$ cat src/hdl/hkmc_pkg.sv
// shared types and constants for the hunt-and-kill maze carver
package hkmc_pkg;

  localparam logic [1:0] DIR_N = 2'd0;
  localparam logic [1:0] DIR_E = 2'd1;
  localparam logic [1:0] DIR_S = 2'd2;
  localparam logic [1:0] DIR_W = 2'd3;

  localparam logic [3:0] ALL_DIRS = 4'hf;

  localparam logic KIND_START = 1'b0;
  localparam logic KIND_DRAW  = 1'b1;

  localparam logic [0:0] REG_WIDTH  = 1'b0;
  localparam logic [0:0] REG_HEIGHT = 1'b1;

  localparam int CFG_W = 7;

  typedef struct packed {
    logic load;
    logic clr_step;
    logic mark_walker;
    logic mark_next;
    logic probe_issue;
    logic probe_sel;
    logic self_issue;
    logic scan_init;
    logic scan_next;
    logic take_scan;
    logic emit_walk;
    logic emit_fin;
  } cmd_t;

  typedef struct packed {
    logic clr_last;
    logic probe_last;
    logic nb_free;
    logic nb_vis_any;
    logic dir_free;
    logic dir_vis;
    logic self_vis;
    logic scan_last;
    logic out_full;
  } sts_t;

endpackage

$ cat src/hdl/hkmc_ctrl.sv
// sequencer for start, walk, hunt scan and result beats
module hkmc_ctrl (
  input  logic           clk,
  input  logic           rst,
  input  logic           in_valid,
  input  logic           in_kind,
  output logic           in_ready,
  output hkmc_pkg::cmd_t cmd,
  input  hkmc_pkg::sts_t sts
);
  import hkmc_pkg::*;

  typedef enum logic [3:0] {
    S_IDLE, S_CLEAR, S_MARK, S_PISSUE, S_PWAIT, S_WALK_EVAL, S_WALK_EMIT,
    S_SCAN_RD, S_SCAN_CHK, S_SCAN_EVAL, S_HUNT_EVAL, S_HUNT_EMIT, S_FIN_EMIT
  } state_t;

  typedef enum logic [1:0] {CTX_WALK, CTX_SCAN, CTX_HUNT} ctx_t;

  state_t state;
  state_t state_next;
  ctx_t   ctx;
  ctx_t   ctx_next;
  logic   hunting;
  logic   hunting_next;
  logic   maze_done;
  logic   maze_done_next;
  logic   accept;

  assign in_ready = (state == S_IDLE);
  assign accept   = in_valid && in_ready;

  always_comb begin
    cmd            = '0;
    state_next     = state;
    ctx_next       = ctx;
    hunting_next   = hunting;
    maze_done_next = maze_done;
    unique case (state)
      S_IDLE: begin
        if (accept) begin
          cmd.load = 1'b1;
          if (in_kind == KIND_START) begin
            hunting_next   = 1'b0;
            maze_done_next = 1'b0;
            state_next     = S_CLEAR;
          end else if (!maze_done) begin
            ctx_next   = hunting ? CTX_HUNT : CTX_WALK;
            state_next = S_PISSUE;
          end
        end
      end
      S_CLEAR: begin
        cmd.clr_step = 1'b1;
        if (sts.clr_last) state_next = S_MARK;
      end
      S_MARK: begin
        cmd.mark_walker = 1'b1;
        state_next      = S_IDLE;
      end
      S_PISSUE: begin
        cmd.probe_issue = 1'b1;
        cmd.probe_sel   = (ctx == CTX_SCAN);
        if (sts.probe_last) state_next = S_PWAIT;
      end
      S_PWAIT: begin
        unique case (ctx)
          CTX_WALK: state_next = S_WALK_EVAL;
          CTX_SCAN: state_next = S_SCAN_EVAL;
          default:  state_next = S_HUNT_EVAL;
        endcase
      end
      S_WALK_EVAL: begin
        priority if (!sts.nb_free) begin
          cmd.scan_init = 1'b1;
          state_next    = S_SCAN_RD;
        end else if (sts.dir_free) begin
          state_next = S_WALK_EMIT;
        end else begin
          state_next = S_IDLE;
        end
      end
      S_WALK_EMIT: begin
        if (!sts.out_full) begin
          cmd.emit_walk = 1'b1;
          cmd.mark_next = 1'b1;
          state_next    = S_IDLE;
        end
      end
      S_SCAN_RD: begin
        cmd.self_issue = 1'b1;
        state_next     = S_SCAN_CHK;
      end
      S_SCAN_CHK: begin
        priority if (!sts.self_vis) begin
          ctx_next   = CTX_SCAN;
          state_next = S_PISSUE;
        end else if (sts.scan_last) begin
          state_next = S_FIN_EMIT;
        end else begin
          cmd.scan_next = 1'b1;
          state_next    = S_SCAN_RD;
        end
      end
      S_SCAN_EVAL: begin
        priority if (sts.nb_vis_any) begin
          cmd.take_scan = 1'b1;
          hunting_next  = 1'b1;
          state_next    = S_HUNT_EVAL;
        end else if (sts.scan_last) begin
          state_next = S_FIN_EMIT;
        end else begin
          cmd.scan_next = 1'b1;
          state_next    = S_SCAN_RD;
        end
      end
      S_HUNT_EVAL: begin
        state_next = sts.dir_vis ? S_HUNT_EMIT : S_IDLE;
      end
      S_HUNT_EMIT: begin
        if (!sts.out_full) begin
          cmd.emit_walk   = 1'b1;
          cmd.mark_walker = 1'b1;
          hunting_next    = 1'b0;
          state_next      = S_IDLE;
        end
      end
      S_FIN_EMIT: begin
        if (!sts.out_full) begin
          cmd.emit_fin   = 1'b1;
          maze_done_next = 1'b1;
          state_next     = S_IDLE;
        end
      end
      default: state_next = S_IDLE;
    endcase
  end

  always_ff @(posedge clk) begin
    if (rst) begin
      state     <= S_IDLE;
      ctx       <= CTX_WALK;
      hunting   <= 1'b0;
      maze_done <= 1'b1;
    end else begin
      state     <= state_next;
      ctx       <= ctx_next;
      hunting   <= hunting_next;
      maze_done <= maze_done_next;
    end
  end

`ifndef SYNTHESIS
  a_emit_room: assert property (@(posedge clk) disable iff (rst)
    (cmd.emit_walk || cmd.emit_fin) |-> !sts.out_full)
    else $error("result beat loaded while result register full");
  a_move_free: assert property (@(posedge clk) disable iff (rst)
    cmd.mark_next |-> sts.dir_free)
    else $error("walker moved into a visited or off-grid cell");
  a_join_seen: assert property (@(posedge clk) disable iff (rst)
    cmd.take_scan |-> sts.nb_vis_any)
    else $error("hunt took a cell with no visited neighbor");
  a_fin_done: assert property (@(posedge clk) disable iff (rst)
    cmd.emit_fin |=> (maze_done && state == S_IDLE))
    else $error("finished beat without ending the run");
  a_hunt_live: assert property (@(posedge clk) disable iff (rst)
    !(hunting && maze_done))
    else $error("hunting while maze is done");
`endif

endmodule

$ cat config.mk
export PLATFORM = sky130hd
export DESIGN_NAME = hkmc_ctrl
export DESIGN_NICKNAME = d
export VERILOG_FILES = /design/src/hdl/hkmc_pkg.sv /design/src/hdl/hkmc_ctrl.sv
export SDC_FILE = /design/constraint.sdc
export NUM_CORES = 1
export LEC_CHECK = 0
export ABC_CLOCK_PERIOD_IN_PS = 1830
export BUFFER_PORTS_ARGS = -buffer_cell sky130_fd_sc_hd__clkbuf_2
export CAP_MARGIN = 20
export CORE_MARGIN = 2
export CORE_UTILIZATION = 49
export DETAILED_ROUTE_END_ITERATION = 12
export HOLD_SLACK_MARGIN = 0.1
export PLACE_DENSITY = 0.78
export SLEW_MARGIN = 20
export SYNTH_ARGS = -nofsm -noshare
export SYNTH_HDL_FRONTEND = slang
export SYNTH_SLANG_ARGS = --single-unit
$ cat constraint.sdc
create_clock -name clk -period 1.83 [get_ports clk]
set_input_delay 0.2745 -clock clk [delete_from_list [all_inputs] [get_ports clk]]
set_output_delay 0.2745 -clock clk [all_outputs]
set_load 0.005 [all_outputs]
==> flow_summary.yaml <==
sta:
  fmax_mhz: 556
  fin_setup_tns_ps: 0
  period_needed_ps: 1800
  period_share_pct: 98.2
  clock_skew_ps: 3.96
  max_slew.worst_pin.slew_ps: 282
  hold_violations: 0
  drv_slew: 0
  setup_viol: 0
  rsz0062_at_grt: "yes"
  relSlewSlack_pct: 80.9
  fin_ws_ps: 32.6
drt:
  drc: 0
  ant_nets: 0
  via_per_inst: 6.33
  wl_per_cell_um: 15.8
  vias: 988
  firstDrtPassIters: 4
  routed_wl_mm: 2.46
  drt-initial-drc-count: 25
power:
  p_per_area_nw_per_um2: 1170
  p_leak_uw: 0.000477
  ir_drop_v: 0.000739
global_routing:
  gr-usage-all-layers_pct: 26.1
  grt_pass1_vias: 862
  grt_pass1_wl_mm: 3.75
  gr-total-overflow: 0
  antenna_found_initial: 0
  grt_max_degree: 16
floorplan:
  start_util_pct: 52.6
  die_w_um: 44.2
  die-height_um: 44.2
  coreArea_um2: 1510
  die-area_um2: 1950
  num_rows: 14
  io_pins: 26
worst_setup_path:
  r2r_cells: 5
  end_kind: "output port"
  slowest_delay_ps: 380
  regToRegStartpoint: "state[1]"
  cp_slowest_cell: "dfxtp_4"
  rrSetupSlack_ps: 150
  critical_path_class: "reg2out"
  worst-path-buf-inv: 3
  crit_top_cell: "buf_4"
  crit_chain: "buf_4 > nor4bb_2 > buf_4 > o21ba_2 > clkbuf_2"
  cp.arrival_ps: 1520
  startpoint_type: "register"
  required_ps: 1560
  path_delay_family: "buffers and inverters"
  worstPathMaxFanout: 10
  r2r_end: "maze_done"
clock_network:
  cts_tree: "yes"
  cts_hold_buf: 0
  clk_path_buf_depth: 2
  cts_made_buffers: 3
  cts.clk_slew.worst_paths_ps: 60
  clockRootBuffer: "clkbuf_4"
  cts.sinks: 8
  cts.htree.levels: 1
  insertion_delay_ps: 250
min_path:
  holdPathStages: 2
  hold_end: "state[1]"
  hold_path.class: "in2reg"
  min_from: "rst"
layout:
  syn2layout_area_growth_pct: 33.3
  fin_nets: 155
  drive_gt1_share_pct: 43.6
  fin_cells: 156
  antenna_cells: 0
yosys:
  synth_area_per_cell_um2: 7.47
  mappedNetlistArea_um2: 792
  yosysWarnings: 0
  synth_cell_types: 48
  synth_area_leader_cell: "dfxtp_1"
  syn_nets: 119
  netlist_instances: 106
  synth_edf_count: 0
  ys_seq_area_share_pct: 20.2
  synth_top_area_share_pct: 20.2
  ys_dominant_reg_cell: "dfxtp_1"
  async_flop_share_pct: 0
  ys_top_cells_by_area: "dfxtp_1 (20%), nor2_1 (6.2%), inv_1 (3.8%), o32ai_1 (3.3%), nand2b_1 (3.2%)"
  synth-seq-cells: 8
placed_design:
  dpl_worst_slack_ps: 77.2
  place_hpwl_mm: 1.76
  dp.cells: 152
  io_buffers: 25
  gp_congestion: 0.877
outcome:
  status: "finished, final reports clean"
job:
  maxCapViolations: 0
==> area by class of cell <==
type                    count  area, um2
multi-input cells          82        584
flip-flops and latches      8        173
fillers                   131        450
repair buffers             38        223
inverters                   9       33.8
clock buffers               3       22.5
well taps                  16       20.0
==> layout by cell type (no fill, tap or decap), types with 2 or more instances in the layout <==
| master | netlist | routed |
|---|---|---|
| o31a_1 | 2 | 2 |
| inv_1 | 8 | 8 |
| clkbuf_4 | 0 | 3 |
| or3_1 | 3 | 3 |
| dfxtp_1 | 8 | 4 |
| a21oi_1 | 3 | 3 |
| clkbuf_2 | 0 | 25 |
| nor3_1 | 5 | 3 |
| nand2_1 | 5 | 5 |
| dfxtp_4 | 0 | 3 |
| o21ai_0 | 4 | 4 |
| buf_4 | 0 | 13 |
| nor3_2 | 0 | 2 |
| nand2b_1 | 4 | 4 |
| a31oi_1 | 2 | 2 |
| nor2_1 | 13 | 12 |
| or2_2 | 2 | 2 |
| o21ba_2 | 2 | 2 |
| nor2b_1 | 3 | 3 |
| a221oi_1 | 2 | 2 |
| o32ai_1 | 3 | 3 |
| and4b_1 | 2 | 2 |
==> how the worst max path moves through the flow <==
stage	cells after the start	end	startpoint	slack, ps
after CTS	4	cmd[3]	state[1]	20
after floorplan	6	cmd[9]	state[0]	130
after global routing	5	cmd[1]	state[3]	-60
after global placement	4	cmd[3]	state[3]	130
after detailed placement	5	maze_done	state[1]	80
final	5	cmd[1]	state[3]	30
==> cell usage after synthesis, types with 2 or more instances <==
cell      number
inv_1          8
o31a_1         2
buf_6          2
a31oi_1        2
or2b_1         2
a21oi_1        3
buf_2          2
nand2_1        5
and4b_1        2
o21ba_2        2
o32ai_1        3
dfxtp_1        8
or2_2          2
or3_1          3
clkbuf_1       2
a221oi_1       2
nor2_1        13
nand2b_1       4
nor3_1         5
nor2b_1        3
o21ai_0        4
==> metrics by stage <==
stage	util, %	total power [uW]	instance area [um2]	hold slack, ps
after floorplan	-	770	792	432
after global placement	65.3	988	983	456
after detailed placement	65.3	1020	983	471
after CTS	67.4	1180	1020	317
after global routing	70.1	1310	1060	319
final	70.1	1230	1060	321
==> power breakdown <==
part	internal (uW)	switching, uW	total, uW
clock network	75.1	60.8	136
registers	230	90.8	320
logic	406	370	776
total	711	521	1230
==> kinds of logic after synthesis <==
family          Yosys count  synth area share (%)
mux                       2                  2.69
flops                     8                  20.2
compound gates           31                  30.5
simple gates             49                  36.8
buf+inv                  16                  9.79
==> what timing repair did <==
action                     in CTS  in global routing
pin swaps                       0                  1
setup buffers                   0                  1
setup endpoints to repair       7                  5
gates resized for setup         6                  8
==> worst register-to-register path: stages (launching register included) <==
cell and delay (ps):
dfxtp_4 390, or4_4 560, inv_2 80, nand2_1 60
or2_0 200, a211o_1 280
==> registers in the layout, indices dropped and copies added, names as in the netlist <==
signal and cells:
maze_done 1, ctx 2, state 4, hunting 1
==> routing by layer <==
layer | vias to the layer above | track usage [%] | share of wire (%)
met5 | - | 0 | 0
li1 | 462 | - | -
met1 | 450 | 32.5 | 38
met2 | 59 | 42.1 | 49
met3 | 17 | 3.27 | 8.9
met4 | 0 | 17.0 | 4.2
No activity file was read; power rests on OpenSTA's default activity.
